===== src/hw/rtl/dtq_pkg.sv =====
// ----------------------------------------------------------------------------
// dtq_pkg: shared definitions for the deadline timer queue
// Operation and result codes, field widths and the structs that pass
// between the sequencer, the slot store and the top level.
// ----------------------------------------------------------------------------
package dtq_pkg;

	// Default number of timer slots.
	localparam int NumTimersDef = 8;

	// At most this many slots fire on one service request.
	localparam int MaxFires = 8;
	localparam int FireCntW = 4;

	// Field widths.
	localparam int OpW = 2;
	localparam int SlotW = 3;
	localparam int DurW = 32;
	localparam int DlW = 33;
	localparam int ResW = 2;

	// Request operations.
	localparam logic [OpW-1:0] OP_SERVICE = 2'd0;
	localparam logic [OpW-1:0] OP_ARM_ONCE = 2'd1;
	localparam logic [OpW-1:0] OP_ARM_PERIODIC = 2'd2;
	localparam logic [OpW-1:0] OP_STOP = 2'd3;

	// Result codes.
	localparam logic [ResW-1:0] RES_NONE = 2'd0;
	localparam logic [ResW-1:0] RES_FIRED = 2'd1;
	localparam logic [ResW-1:0] RES_REJECT = 2'd2;

	// One result item.
	typedef struct packed {
		logic [ResW-1:0]  res;
		logic [SlotW-1:0] slot;
		logic [DlW-1:0]   deadline;
		logic             last;
	} out_item_t;

	// Write request into the slot store.
	typedef struct packed {
		logic            en;
		logic [DlW-1:0]  deadline;
		logic [DurW-1:0] period;
	} mem_wr_t;

endpackage


===== src/hw/rtl/deadline_timer_queue.sv =====
// Arm or stop: the request goes from idle to the emit state, and its result
// then enters the output register. Service: one slot read per cycle from the
// store; a request runs fires + 1 scans (at most MaxFires), none if exit_requested.
// Throughput: one request at a time; ready again once its last result is pushed.
// Reset: arst_n clears all armed flags, the sequencer and the output valid.
// ----------------------------------------------------------------------------
// deadline_timer_queue: bank of one-shot and periodic timer slots
// Arms, stops and services timer slots; a service request fires up to
// MaxFires expired slots in deadline order, lower slot first on ties.
// ----------------------------------------------------------------------------
module deadline_timer_queue
	import dtq_pkg::*;
#(
	parameter int NUM_TIMERS = NumTimersDef
) (
	input  logic        clk,
	input  logic        arst_n,
	input  logic        s_tvalid,
	output logic        s_tready,
	input  logic [71:0] s_tdata,  // slot[2:0], duration[34:3], current_time[66:35],
	                              // exit_requested[67], zero fill
	input  logic [1:0]  s_tuser,  // operation[1:0]
	output logic        m_tvalid,
	input  logic        m_tready,
	output logic [39:0] m_tdata,  // fired_slot[2:0], fired_deadline[35:3], zero fill
	output logic [1:0]  m_tuser,  // event_res[1:0]
	output logic        m_tlast   // last
);

	localparam int IdxW = (NUM_TIMERS > 1) ? $clog2(NUM_TIMERS) : 1;

	logic            in_accept;
	logic            idle;
	logic            out_free;
	logic            out_push;
	out_item_t       out_item;
	mem_wr_t         wr;
	logic [IdxW-1:0] wr_addr;
	logic            rd_en;
	logic [IdxW-1:0] rd_addr;
	logic [DlW-1:0]  rd_deadline;
	logic [DurW-1:0] rd_period;
	logic            m_tvalid_q;
	out_item_t       m_item_q;

	assign s_tready = idle;
	assign in_accept = s_tvalid && idle;
	assign out_free = !m_tvalid_q || m_tready;

	dtq_seq #(
		.NUM_TIMERS(NUM_TIMERS)
	) u_seq (
		.clk        (clk),
		.arst_n     (arst_n),
		.in_accept  (in_accept),
		.in_op      (s_tuser),
		.in_slot    (s_tdata[2:0]),
		.in_dur     (s_tdata[34:3]),
		.in_now     (s_tdata[66:35]),
		.in_exit    (s_tdata[67]),
		.idle       (idle),
		.out_free   (out_free),
		.out_push   (out_push),
		.out_item   (out_item),
		.wr         (wr),
		.wr_addr    (wr_addr),
		.rd_en      (rd_en),
		.rd_addr    (rd_addr),
		.rd_deadline(rd_deadline),
		.rd_period  (rd_period)
	);

	dtq_store #(
		.NUM_TIMERS(NUM_TIMERS)
	) u_store (
		.clk        (clk),
		.wr         (wr),
		.wr_addr    (wr_addr),
		.rd_en      (rd_en),
		.rd_addr    (rd_addr),
		.rd_deadline(rd_deadline),
		.rd_period  (rd_period)
	);

	// Output register: holds a result until its transfer completes.
	always_ff @(posedge clk or negedge arst_n) begin
		if (!arst_n) begin
			m_tvalid_q <= 1'b0;
		end else if (out_free) begin
			m_tvalid_q <= out_push;
		end
	end

	always_ff @(posedge clk) begin
		if (out_push) begin
			m_item_q <= out_item;
		end
	end

	assign m_tvalid = m_tvalid_q;
	assign m_tdata = {4'b0000, m_item_q.deadline, m_item_q.slot};
	assign m_tuser = m_item_q.res;
	assign m_tlast = m_item_q.last;

endmodule


===== src/hw/rtl/dtq_store.sv =====
// ----------------------------------------------------------------------------
// dtq_store: deadline and period storage for all timer slots
// One write port and one read port with registered read data.
// ----------------------------------------------------------------------------
module dtq_store
	import dtq_pkg::*;
#(
	parameter int NUM_TIMERS = NumTimersDef,
	localparam int IdxW = (NUM_TIMERS > 1) ? $clog2(NUM_TIMERS) : 1
) (
	input  logic            clk,
	input  mem_wr_t         wr,
	input  logic [IdxW-1:0] wr_addr,
	input  logic            rd_en,
	input  logic [IdxW-1:0] rd_addr,
	output logic [DlW-1:0]  rd_deadline,
	output logic [DurW-1:0] rd_period
);

	logic [DlW-1:0]  deadline_mem [NUM_TIMERS];
	logic [DurW-1:0] period_mem [NUM_TIMERS];
	logic [DlW-1:0]  rd_deadline_q;
	logic [DurW-1:0] rd_period_q;

	// Write port.
	always_ff @(posedge clk) begin
		if (wr.en) begin
			deadline_mem[wr_addr] <= wr.deadline;
			period_mem[wr_addr] <= wr.period;
		end
	end

	// Registered read port.
	always_ff @(posedge clk) begin
		if (rd_en) begin
			rd_deadline_q <= deadline_mem[rd_addr];
			rd_period_q <= period_mem[rd_addr];
		end
	end

	assign rd_deadline = rd_deadline_q;
	assign rd_period = rd_period_q;

endmodule


===== src/hw/rtl/dtq_seq.sv =====
// ----------------------------------------------------------------------------
// dtq_seq: request sequencer with a shared scan compare and deadline adder
// Handles arm and stop requests straight from idle and runs service requests as
// repeated scans over all slots, firing the earliest expired slot per scan.
// ----------------------------------------------------------------------------
module dtq_seq
	import dtq_pkg::*;
#(
	parameter int NUM_TIMERS = NumTimersDef,
	localparam int IdxW = (NUM_TIMERS > 1) ? $clog2(NUM_TIMERS) : 1
) (
	input  logic             clk,
	input  logic             arst_n,
	input  logic             in_accept,
	input  logic [OpW-1:0]   in_op,
	input  logic [SlotW-1:0] in_slot,
	input  logic [DurW-1:0]  in_dur,
	input  logic [DurW-1:0]  in_now,
	input  logic             in_exit,
	output logic             idle,
	input  logic             out_free,
	output logic             out_push,
	output out_item_t        out_item,
	output mem_wr_t          wr,
	output logic [IdxW-1:0]  wr_addr,
	output logic             rd_en,
	output logic [IdxW-1:0]  rd_addr,
	input  logic [DlW-1:0]   rd_deadline,
	input  logic [DurW-1:0]  rd_period
);

	localparam logic [2:0] ST_IDLE = 3'd0;
	localparam logic [2:0] ST_SCAN = 3'd1;
	localparam logic [2:0] ST_DECIDE = 3'd2;
	localparam logic [2:0] ST_EMIT = 3'd3;
	localparam logic [2:0] ST_FLUSH = 3'd4;

	localparam logic [IdxW-1:0] LastIdx = IdxW'(NUM_TIMERS - 1);

	logic [2:0]          state_q;
	logic [2:0]          emit_next_q;
	logic [NUM_TIMERS-1:0] armed_q;
	logic [IdxW-1:0]     scan_idx_q;
	logic                issue_q;
	logic                cmp_vld_s1;
	logic [IdxW-1:0]     cmp_idx_s1;
	logic                found_q;
	logic [IdxW-1:0]     best_idx_q;
	logic [DlW-1:0]      best_dl_q;
	logic [DurW-1:0]     best_per_q;
	logic [DurW-1:0]     now_q;
	logic [FireCntW-1:0] fire_cnt_q;
	logic [SlotW-1:0]    pend_slot_q;
	logic [DlW-1:0]      pend_dl_q;
	out_item_t           emit_q;

	logic [IdxW+2:0]     slot_ext;
	logic [IdxW-1:0]     slot_idx;
	logic                slot_ok;
	logic [IdxW+2:0]     best_ext;
	logic [DurW-1:0]     add_a;
	logic [DurW-1:0]     add_b;
	logic [DlW-1:0]      add_sum;
	logic                cand_hit;
	logic                cand_better;
	logic                arm_req;
	logic                zero_period;
	logic [2:0]          after_fire;

	// Slot addressing of the incoming request.
	always_comb begin
		slot_ext = {{IdxW{1'b0}}, in_slot};
		slot_idx = slot_ext[IdxW-1:0];
		slot_ok = (slot_ext < (IdxW+3)'(NUM_TIMERS));
		best_ext = {3'b000, best_idx_q};
		zero_period = (in_op == OP_ARM_PERIODIC) && (in_dur == '0);
		arm_req = in_accept && slot_ok && !zero_period &&
			((in_op == OP_ARM_ONCE) || (in_op == OP_ARM_PERIODIC));
	end

	// Shared deadline adder: request time plus duration when arming,
	// service time plus period when a periodic slot re-arms.
	always_comb begin
		add_a = (state_q == ST_IDLE) ? in_now : now_q;
		add_b = (state_q == ST_IDLE) ? in_dur : best_per_q;
		add_sum = {1'b0, add_a} + {1'b0, add_b};
	end

	// Store writes from arming and from periodic re-arming.
	always_comb begin
		wr.deadline = add_sum;
		if (state_q == ST_IDLE) begin
			wr.en = arm_req;
			wr.period = (in_op == OP_ARM_PERIODIC) ? in_dur : '0;
			wr_addr = slot_idx;
		end else begin
			wr.en = (state_q == ST_DECIDE) && found_q && (best_per_q != '0);
			wr.period = best_per_q;
			wr_addr = best_idx_q;
		end
	end

	// Shared compare: candidate expired and earlier than the best so far.
	always_comb begin
		cand_hit = cmp_vld_s1 && armed_q[cmp_idx_s1] && (rd_deadline <= {1'b0, now_q});
		cand_better = !found_q || (rd_deadline < best_dl_q);
		after_fire = (fire_cnt_q == FireCntW'(MaxFires - 1)) ? ST_FLUSH : ST_SCAN;
	end

	assign rd_en = (state_q == ST_SCAN) && issue_q;
	assign rd_addr = scan_idx_q;
	assign idle = (state_q == ST_IDLE);
	assign out_push = (state_q == ST_EMIT) && out_free;
	assign out_item = emit_q;

	// Sequencer control state.
	always_ff @(posedge clk or negedge arst_n) begin
		if (!arst_n) begin
			state_q <= ST_IDLE;
			emit_next_q <= ST_IDLE;
			armed_q <= '0;
			scan_idx_q <= '0;
			issue_q <= 1'b0;
			cmp_vld_s1 <= 1'b0;
			found_q <= 1'b0;
			fire_cnt_q <= '0;
		end else begin
			case (state_q)
				ST_IDLE: begin
					if (in_accept) begin
						emit_next_q <= ST_IDLE;
						fire_cnt_q <= '0;
						case (in_op)
							OP_SERVICE: begin
								if (!in_exit) begin
									state_q <= ST_SCAN;
									scan_idx_q <= '0;
									issue_q <= 1'b1;
									found_q <= 1'b0;
								end else begin
									state_q <= ST_EMIT;
								end
							end
							default: begin
								state_q <= ST_EMIT;
								if (slot_ok && !zero_period) begin
									armed_q[slot_idx] <= (in_op != OP_STOP);
								end
							end
						endcase
					end
				end
				ST_SCAN: begin
					cmp_vld_s1 <= issue_q;
					if (issue_q) begin
						if (scan_idx_q == LastIdx) begin
							issue_q <= 1'b0;
						end else begin
							scan_idx_q <= scan_idx_q + 1'b1;
						end
					end
					if (cand_hit && cand_better) begin
						found_q <= 1'b1;
					end
					if (cmp_vld_s1 && (cmp_idx_s1 == LastIdx)) begin
						state_q <= ST_DECIDE;
					end
				end
				ST_DECIDE: begin
					if (found_q) begin
						if (best_per_q == '0) begin
							armed_q[best_idx_q] <= 1'b0;
						end
						fire_cnt_q <= fire_cnt_q + 1'b1;
						if (fire_cnt_q != '0) begin
							state_q <= ST_EMIT;
							emit_next_q <= after_fire;
						end else begin
							state_q <= after_fire;
						end
						if ((fire_cnt_q == '0) && (after_fire == ST_SCAN)) begin
							scan_idx_q <= '0;
							issue_q <= 1'b1;
							found_q <= 1'b0;
						end
					end else if (fire_cnt_q != '0) begin
						state_q <= ST_FLUSH;
					end else begin
						state_q <= ST_EMIT;
						emit_next_q <= ST_IDLE;
					end
				end
				ST_FLUSH: begin
					state_q <= ST_EMIT;
					emit_next_q <= ST_IDLE;
				end
				ST_EMIT: begin
					if (out_free) begin
						state_q <= emit_next_q;
						if (emit_next_q == ST_SCAN) begin
							scan_idx_q <= '0;
							issue_q <= 1'b1;
							found_q <= 1'b0;
						end
					end
				end
				default: begin
					state_q <= ST_IDLE;
				end
			endcase
		end
	end

	// Scan payload: compare stage index, best candidate and results.
	always_ff @(posedge clk) begin
		cmp_idx_s1 <= scan_idx_q;
		if ((state_q == ST_SCAN) && cand_hit && cand_better) begin
			best_idx_q <= cmp_idx_s1;
			best_dl_q <= rd_deadline;
			best_per_q <= rd_period;
		end
		if ((state_q == ST_IDLE) && in_accept) begin
			now_q <= in_now;
			emit_q.res <= zero_period ? RES_REJECT : RES_NONE;
			emit_q.slot <= '0;
			emit_q.deadline <= '0;
			emit_q.last <= 1'b1;
		end
		if (state_q == ST_DECIDE) begin
			if (found_q) begin
				pend_slot_q <= best_ext[SlotW-1:0];
				pend_dl_q <= best_dl_q;
				emit_q.res <= RES_FIRED;
				emit_q.slot <= pend_slot_q;
				emit_q.deadline <= pend_dl_q;
				emit_q.last <= 1'b0;
			end else begin
				emit_q.res <= RES_NONE;
				emit_q.slot <= '0;
				emit_q.deadline <= '0;
				emit_q.last <= 1'b1;
			end
		end
		if (state_q == ST_FLUSH) begin
			emit_q.res <= RES_FIRED;
			emit_q.slot <= pend_slot_q;
			emit_q.deadline <= pend_dl_q;
			emit_q.last <= 1'b1;
		end
	end

`ifndef NO_ASSERTIONS
	// The fire count never passes the per-request limit.
	a_fire_limit: assert property (@(posedge clk) disable iff (!arst_n)
		fire_cnt_q <= FireCntW'(MaxFires))
		else $error("fire count exceeds limit");

	// A fired result is only sent while a fire is pending.
	a_fired_pending: assert property (@(posedge clk) disable iff (!arst_n)
		(out_push && (out_item.res == RES_FIRED)) |-> (fire_cnt_q != '0))
		else $error("fired result without a pending fire");

	// Results other than a fire always close the request.
	a_plain_last: assert property (@(posedge clk) disable iff (!arst_n)
		(out_push && (out_item.res != RES_FIRED)) |-> out_item.last)
		else $error("non-fire result not marked last");

	// The compare of the last slot ends the scan.
	a_scan_end: assert property (@(posedge clk) disable iff (!arst_n)
		((state_q == ST_SCAN) && cmp_vld_s1 && (cmp_idx_s1 == LastIdx))
		|=> (state_q == ST_DECIDE))
		else $error("scan did not end after last slot");

	// A request is taken only while the sequencer is idle.
	a_accept_idle: assert property (@(posedge clk) disable iff (!arst_n)
		in_accept |-> (state_q == ST_IDLE))
		else $error("request taken while busy");
`endif

endmodule

===== config.mk =====
export PLATFORM = sky130hd
export DESIGN_NAME = deadline_timer_queue
export DESIGN_NICKNAME = d
export VERILOG_FILES = /design/src/hw/rtl/dtq_pkg.sv /design/src/hw/rtl/deadline_timer_queue.sv /design/src/hw/rtl/dtq_store.sv /design/src/hw/rtl/dtq_seq.sv
export SDC_FILE = /design/constraint.sdc
export NUM_CORES = 1
export LEC_CHECK = 0
export BUFFER_PORTS_ARGS = -buffer_cell sky130_fd_sc_hd__buf_2
export CORE_MARGIN = 2
export CORE_UTILIZATION = 50
export CTS_CLUSTER_DIAMETER = 80
export DETAILED_ROUTE_END_ITERATION = 8
export PLACE_DENSITY_LB_ADDON = 0.2
export SYNTH_ARGS = -nofsm -noshare
export SYNTH_HDL_FRONTEND = slang
export SYNTH_SLANG_ARGS = --single-unit

===== constraint.sdc =====
create_clock -name clk -period 6 [get_ports clk]
set_clock_uncertainty 0.05 [all_clocks]
set_input_delay 0.6 -clock clk [delete_from_list [all_inputs] [get_ports clk]]
set_output_delay 0.6 -clock clk [all_outputs]
set_load 0.02 [all_outputs]

==> parameters.txt, run 1 <==
Parameter                              Value

Run status
  Run status    complete, no violations

Floorplan
  Total core area    67300 µm²
  Die Y    265 µm
  Std cell rows    95
  Full die area    70200 µm²
  Width of the die    265 µm
  Initial standard-cell utilization of the core    50.6%
  Count of pins on the block boundary    123

Worst setup path
  Startpoint kind of the worst setup timing path    register
  Reg-to-Reg Start    u_seq.state_q[0]
  Startpoint of the most critical setup path    u_seq.state_q[0]
  Endpoint arrival time on the critical path    5.46 ns
  Crit path required time    6.25 ns
  WS Path Type    register to register
  Reg2Reg Setup Slack    0.79 ns
  FF-to-FF End    u_store.deadline_mem[6][27]
  Worst reg2reg path depth    12
  Category of the worst setup path capture point    register
  Maximum fanout encountered on the critical timing path    54
  Critical Path Sink    u_store.deadline_mem[6][27]

Synth
  Synth area leaders    edfxtp_1, mux4_2, nand2_1, ha_1, dfrtp_1
  Seq cells post-synth    826
  Post-synth top area cell    edfxtp_1
  Combined area of all synthesized cells    34100 µm²
  Post-synth ARST share    2.91%
  Number of distinct library cells after synthesis    70
  Flip-flop cell with the highest count after synthesis    edfxtp_1
  Post-synth EDFFs    796
  Yosys synthesis warning count    0
  Sequential element share of the synthesized area    72.3%
  Syn_area_per_cell    16.3 µm²
  Fraction of post-synthesis cell area in the top cell type by area    70.2%
  Gate Count Post-Synth    2086

Pwr
  P per Cell Area    526 nW/µm²
  VDD IR-drop max    0.261 mV
  Leakage component of the power    13.6 nW

Flow run
  Number of violations of the max-capacitance limit    0

Cells and area
  Commonest cells after routing, fill and taps aside    edfxtp_1, nand2_1, mux4_2
  Share of the core filled with cells in the final layout    57.1%
  Proportion of layout cells with a drive suffix above 1    18.0%
  Total Nets Final    2417
  Non-filler cells, final    3179
  Layout fillers    5180
  Leading cell type in the layout, fill and taps excluded    edfxtp_1
  Layout-stage area growth over the synthesis result    12.8%

Routing
  Vias per inst    5.75
  DRC violation count after routing    0
  Average routed wire per standard cell    23.5 µm
  Routed wire length    74.7 mm
  Detailed-routing iteration count for the pre-antenna-repair pass    5
  DR vias    18300
  DRC violation total after the first TritonRoute iteration    1793
  Remaining antenna violation count    0

Timing
  Final sum of negative setup slack    0 ns
  Final critical-path required period    5.21 ns
  Fin worst setup slack    0.789 ns
  Hold violation count in the final report    0
  Tcrit/Tclk final    86.8%
  Setup repair after global routing missed its margin    no
  Final Slew Violations    0
  Actual transition at the worst max-transition pin    1.11 ns
  Fmax    192 MHz
  Headroom to the max-slew limit    25.8%
  Fin Hold WS    0.115 ns
  Setup Viol. Count Final    0

Global routing
  Total grt overflow    0
  Initial antenna violation count    0
  Total global-route track usage    21.6%
  Via count of the first global-routing pass    18200
  Pin count of the biggest net entering global routing    66
  First-pass GRT wire length    113 mm

Worst hold path
  Kind of path behind the tightest hold check    input port to register

CTS
  Total number of clock tree sinks    826
  Clock network latency to the later pin of the worst-skew pair    0.64 ns
  CTS tree    built
  Clock buffer depth    3
  Clock Root Buffer    clkbuf_16
  CTS-repair resized insts    0
  CTS clk-pin slew, worst paths    0.06 ns
  CTS buffer count    84
  Buffers inserted by post-CTS timing repair    0
  # H-tree levels    3

Placed design
  Weighted congestion at the end of routability-driven global placement    0.794
  # placed instances    3021
  Worst-case setup slack after placement    0.816 ns
  HPWL after DPL    45.3 mm
  Count of input and output buffers    114
==> metal layers <==
| layer | up-vias | part of all wire (%) | GRT usage (%) |
|---|---|---|---|
| met3 | 116 | 6.1 | 3.43 |
| met1 | 9257 | 43 | 30.0 |
| met2 | 600 | 49 | 35.5 |
| met5 | - | 0 | 0 |
| met4 | 0 | 2.5 | 6.87 |
| li1 | 8316 | - | - |
==> where the power goes <==
group	internal [mW]	leakage, nW	switching, mW
clock network	2.81	1.26	2.11
registers	8.70	7.60	0.394
logic	2.14	4.71	4.08
total	13.7	13.6	6.58
==> metrics by stage <==
| stage | power, mW | cell area [µm²] |
|---|---|---|
| 6_report | 20.2 | 38400 |
| 3_5_place_dp | 15.4 | 35800 |
| 3_3_place_gp | 15.1 | 35800 |
| 2_1_floorplan | 13.5 | 34100 |
| 4_1_cts | 20.4 | 38400 |
| 5_1_grt | 21.3 | 38400 |
==> sequential cells by signal, indices dropped and copies added (netlist names), 8 cells and up <==
signal / cells
u_store.period_mem: 256
u_seq.now_q: 32
u_seq.best_dl_q: 33
m_tdata: 36
u_store.rd_deadline: 33
u_seq.armed_q: 8
u_seq.best_per_q: 32
u_store.rd_period: 32
u_seq.pend_dl_q: 33
u_seq.out_item: 39
u_store.deadline_mem: 264
==> timing repair <==
item / 4_1_cts / 5_1_grt
setup endpoints to repair: 0 / 0
endpoints found under the hold margin: 24 / 0
hold buffers: 1 / 0
==> cell usage after synthesis, types with 24 or more instances <==
| cell | instances |
|---|---|
| a21oi_1 | 51 |
| o21ai_0 | 82 |
| a21o_1 | 37 |
| and2_1 | 39 |
| ha_1 | 103 |
| a22o_1 | 32 |
| nand2_1 | 359 |
| mux4_2 | 132 |
| clkbuf_1 | 57 |
| nor2_1 | 49 |
| dfrtp_1 | 24 |
| inv_1 | 80 |
| edfxtp_1 | 796 |
==> kinds of logic (layout without fill, tap and decap cells) <==
family	Yosys count	after routing	share of synthesized area (%)
adder cells (fa/ha/maj)	104	104	3.84
buffers and inverters	163	379	1.87
AND/OR/NAND/NOR	563	563	7.38
AO/OA/AOI/OAI	266	266	5.08
XOR/XNOR	29	29	0.746
other	1	5	0.0110
flip-flops	826	826	72.3
multiplexers	134	134	8.79
==> worst min path at each step <==
| stage | to | cells past startpoint | startpoint | slack (ns) |
|---|---|---|---|---|
| after floorplan | m_tvalid | 0 | arst_n | 0.25 |
| after global placement | m_tdata[1] | 0 | u_seq.out_item[35] | 0.35 |
| after detailed placement | u_seq.best_per_q[14] | 0 | u_store.rd_period[14] | 0.35 |
| after CTS | u_seq.now_q[5] | 1 | s_tdata[40] | 0.08 |
| after global routing | u_seq.now_q[5] | 1 | s_tdata[40] | 0.11 |
| final | u_seq.now_q[5] | 1 | s_tdata[40] | 0.12 |
==> area by class of cell <==
| cell class | instances | area, µm² | area share, % |
|---|---|---|---|
| antenna | 1 | 2.50 | 0.00651 |
| clock buffer | 109 | 2250 | 5.85 |
| clock inverter | 47 | 328 | 0.853 |
| inverter | 81 | 307 | 0.798 |
| multi-input combinational | 1100 | 8900 | 23.2 |
| sequential | 826 | 24600 | 64.1 |
| tap | 873 | 1090 | 2.84 |
| timing repair buffer | 142 | 921 | 2.40 |
==> critical path, stage by stage, from the launching register on <==
cell	delay, ns
dfrtp_1	0.53
or3_2	0.72
clkinv_2	0.14
buf_4	0.44
o21ai_0	0.29
ha_1	0.44
a21oi_1	0.24
a21boi_0	0.17
o211ai_1	0.19
a21oi_1	0.12
o41ai_2	0.52
o211a_1	0.26
a21boi_0	0.73
Power figures use the tool's default switching activity.
==> run 2, diff against run 1 <==
--- a/config.mk
+++ b/config.mk
@@ -6,6 +6,7 @@
 export NUM_CORES = 1
 export LEC_CHECK = 0
 export BUFFER_PORTS_ARGS = -buffer_cell sky130_fd_sc_hd__buf_2
+export CORE_ASPECT_RATIO = 1.4
 export CORE_MARGIN = 2
 export CORE_UTILIZATION = 50
 export CTS_CLUSTER_DIAMETER = 80
==> run 2 against run 1 <==
Cell area down 0.32%. Global-route usage up 0.092 points. Sequential cell count unchanged. Setup slack better by 0.042 ns. Critical path depth up 1. Non-clock buffer count up 2. Count of clock-buffer cells in the layout down 13. Largest cell class unchanged.
==> parameters.txt, run 2 (synthesis gave the netlist of run 1 again) <==
Parameter                              Value

Run status
  Run status    complete, no violations

Routing
  DRC violation total after the first TritonRoute iteration    1686 (-6.0%)
  Average routed wire per standard cell    23.8 µm (+1.1%)
  DRC violation count after routing    0 (unchanged)
  Routed wire length    74.9 mm (+0.26%)
  DR vias    18300 (+0.087%)
  Vias per inst    5.81 (+0.94%)
  Detailed-routing iteration count for the pre-antenna-repair pass    5 (unchanged)
  Remaining antenna violation count    0 (unchanged)

Pwr
  VDD IR-drop max    0.250 mV (-4.1%)
  Post-route total power    20.2 mW (-0.32%)
  Leakage component of the power    13.5 nW (-0.25%)
  P per Cell Area    526 nW/µm² (about the same)

Cells and area
  Register area    24600 µm² (unchanged)
  Diodes inserted    0 (-1)
  Leading cell type in the layout, fill and taps excluded    edfxtp_1
  Largest Register    u_store.deadline_mem
  Total Nets Final    2411 (-0.25%)
  Layout-stage area growth over the synthesis result    12.5%
  Max reg flops    264 (unchanged)
  Proportion of layout cells with a drive suffix above 1    18.4% (+0.42 points)
  Area of all placed cells without fillers    38300 µm² (-0.32%)
  Combined area of the multi-input logic cells    8900 µm² (unchanged)
  Layout fillers    5193 (+0.25%)
  Commonest cells after routing, fill and taps aside    edfxtp_1, nand2_1, mux4_2

Worst setup path
  Crit path required time    6.24 ns (about the same)
  Startpoint kind of the worst setup timing path    register
  Endpoint arrival time on the critical path    5.41 ns (-0.05 ns)
  Maximum fanout encountered on the critical timing path    35 (-35%)
  WS Path Type    register to register
  Category of the worst setup path capture point    register

CTS
  CTS clk-pin slew, worst paths    0.07 ns (about the same)
  CTS tree    built
  Clock buffer depth    3 (unchanged)
  CTS buffer count    76 (-9.5%)
  Clock Root Buffer    clkbuf_16
  Buffers inserted by post-CTS timing repair    0 (unchanged)
  Clock network latency to the later pin of the worst-skew pair    0.63 ns (about the same)
  # H-tree levels    3 (unchanged)
  Total number of clock tree sinks    826 (unchanged)

Placed design
  Count of input and output buffers    114 (unchanged)
  Worst-case setup slack after placement    0.908 ns (+0.0917 ns)
  Post-place instance area    35800 µm² (about the same)
  Weighted congestion at the end of routability-driven global placement    0.862 (+8.5%)
  HPWL after DPL    45.6 mm (+0.69%)

Floorplan
  Std cell rows    113 (+19%)
  Count of pins on the block boundary    123 (unchanged)
  Initial standard-cell utilization of the core    50.4% (-0.23 points)
  Width of the die    225 µm (-15%)
  Die Y    313 µm (+18%)
  Full die area    70300 µm² (about the same)
  Total core area    67600 µm² (+0.45%)

Timing
  Hold violation count in the final report    0 (unchanged)
  Headroom to the max-slew limit    26.9% (+1.1 points)
  Setup Viol. Count Final    0 (unchanged)
  Final Slew Violations    0 (unchanged)
  Final sum of negative setup slack    0 ns (unchanged)
  Actual transition at the worst max-transition pin    1.09 ns (-0.0238 ns)
  Fin worst setup slack    0.831 ns (+0.0419 ns)
  Setup repair after global routing missed its margin    no
  Fmax    193 MHz (+0.81%)
  Tcrit/Tclk final    86.1% (-0.70 points)
  Final critical-path required period    5.17 ns (-0.0419 ns)

Global routing
  Via count of the first global-routing pass    18600 (+2.0%)
  Total grt overflow    0 (unchanged)
  Total global-route track usage    21.7% (+0.092 points)
  Pin count of the biggest net entering global routing    67 (+1.5%)
  Initial antenna violation count    0 (unchanged)
  First-pass GRT wire length    112 mm (-0.32%)

Worst hold path
  Kind of path behind the tightest hold check    input port to register

Flow run
  Number of violations of the max-capacitance limit    0 (unchanged)
run 2: critical path, stage by stage (launching register included):
cell and delay [ns]:
dfrtp_1 0.52, or3_2 0.58, clkinv_2 0.42, buf_4 0.29, nand2_1 0.07, nand2_1 0.18, ha_1 0.28, a211oi_1 0.31
o211ai_1 0.15, nand3_1 0.17, a31oi_1 0.21, o41ai_2 0.56, o211a_1 0.27, a21boi_0 0.75
run 2: where the power goes:
group / internal, mW / switching [mW]
clock network: 2.80 / 2.06
logic: 2.14 / 4.08
registers: 8.70 / 0.395
total: 13.6 / 6.53
run 2: area by class of cell:
class | instances | area share [%]
inverters | 81 | 0.803
well taps | 862 | 2.82
clock buffers | 96 | 5.43
clock inverters | 43 | 1.07
multi-input cells | 1100 | 23.2
repair buffers | 144 | 2.34
flip-flops and latches | 826 | 64.3
run 2: metrics by stage:
step                util, %  instances  hold WS (ns)
detailed placement     53.0       3012         0.355
floorplan                 -       2089         0.254
global placement       53.0       3012         0.351
finish                 56.7       3152         0.119
CTS                    56.7       3152        0.0844
global route           56.7       3152         0.104
run 2: path summary, 6_finish.rpt:
check,startpoint,depth (start not counted),slack (ns),end
setup / recovery,u_seq.state_q[0],13,0.83,u_store.deadline_mem[1][27]
hold / removal,s_tdata[49],1,0.12,u_seq.now_q[14]
setup reg to reg,u_seq.state_q[0],13,0.83,u_store.deadline_mem[1][27]
hold reg to reg,u_seq.out_item[13],0,0.37,m_tdata[15]
max in group asynchronous,arst_n,2,5.03,u_seq.rd_addr[0]
min in group asynchronous,arst_n,2,0.44,u_seq.state_q[2]
run 2: timing repair:
item                                    CTS  global route
endpoints found under the setup margin    0             0
hold buffers                              1             0
gates resized for setup                   0             0
hold endpoints to repair                 24             0
run 2: metal layers:
layer	vias to the layer above	GRT usage [%]	share of wire (%)
met2	572	37.4	51
met1	9314	27.9	40
li1	8281	-	-
met3	138	2.92	5.1
met5	-	0	0
met4	0	9.12	3.7
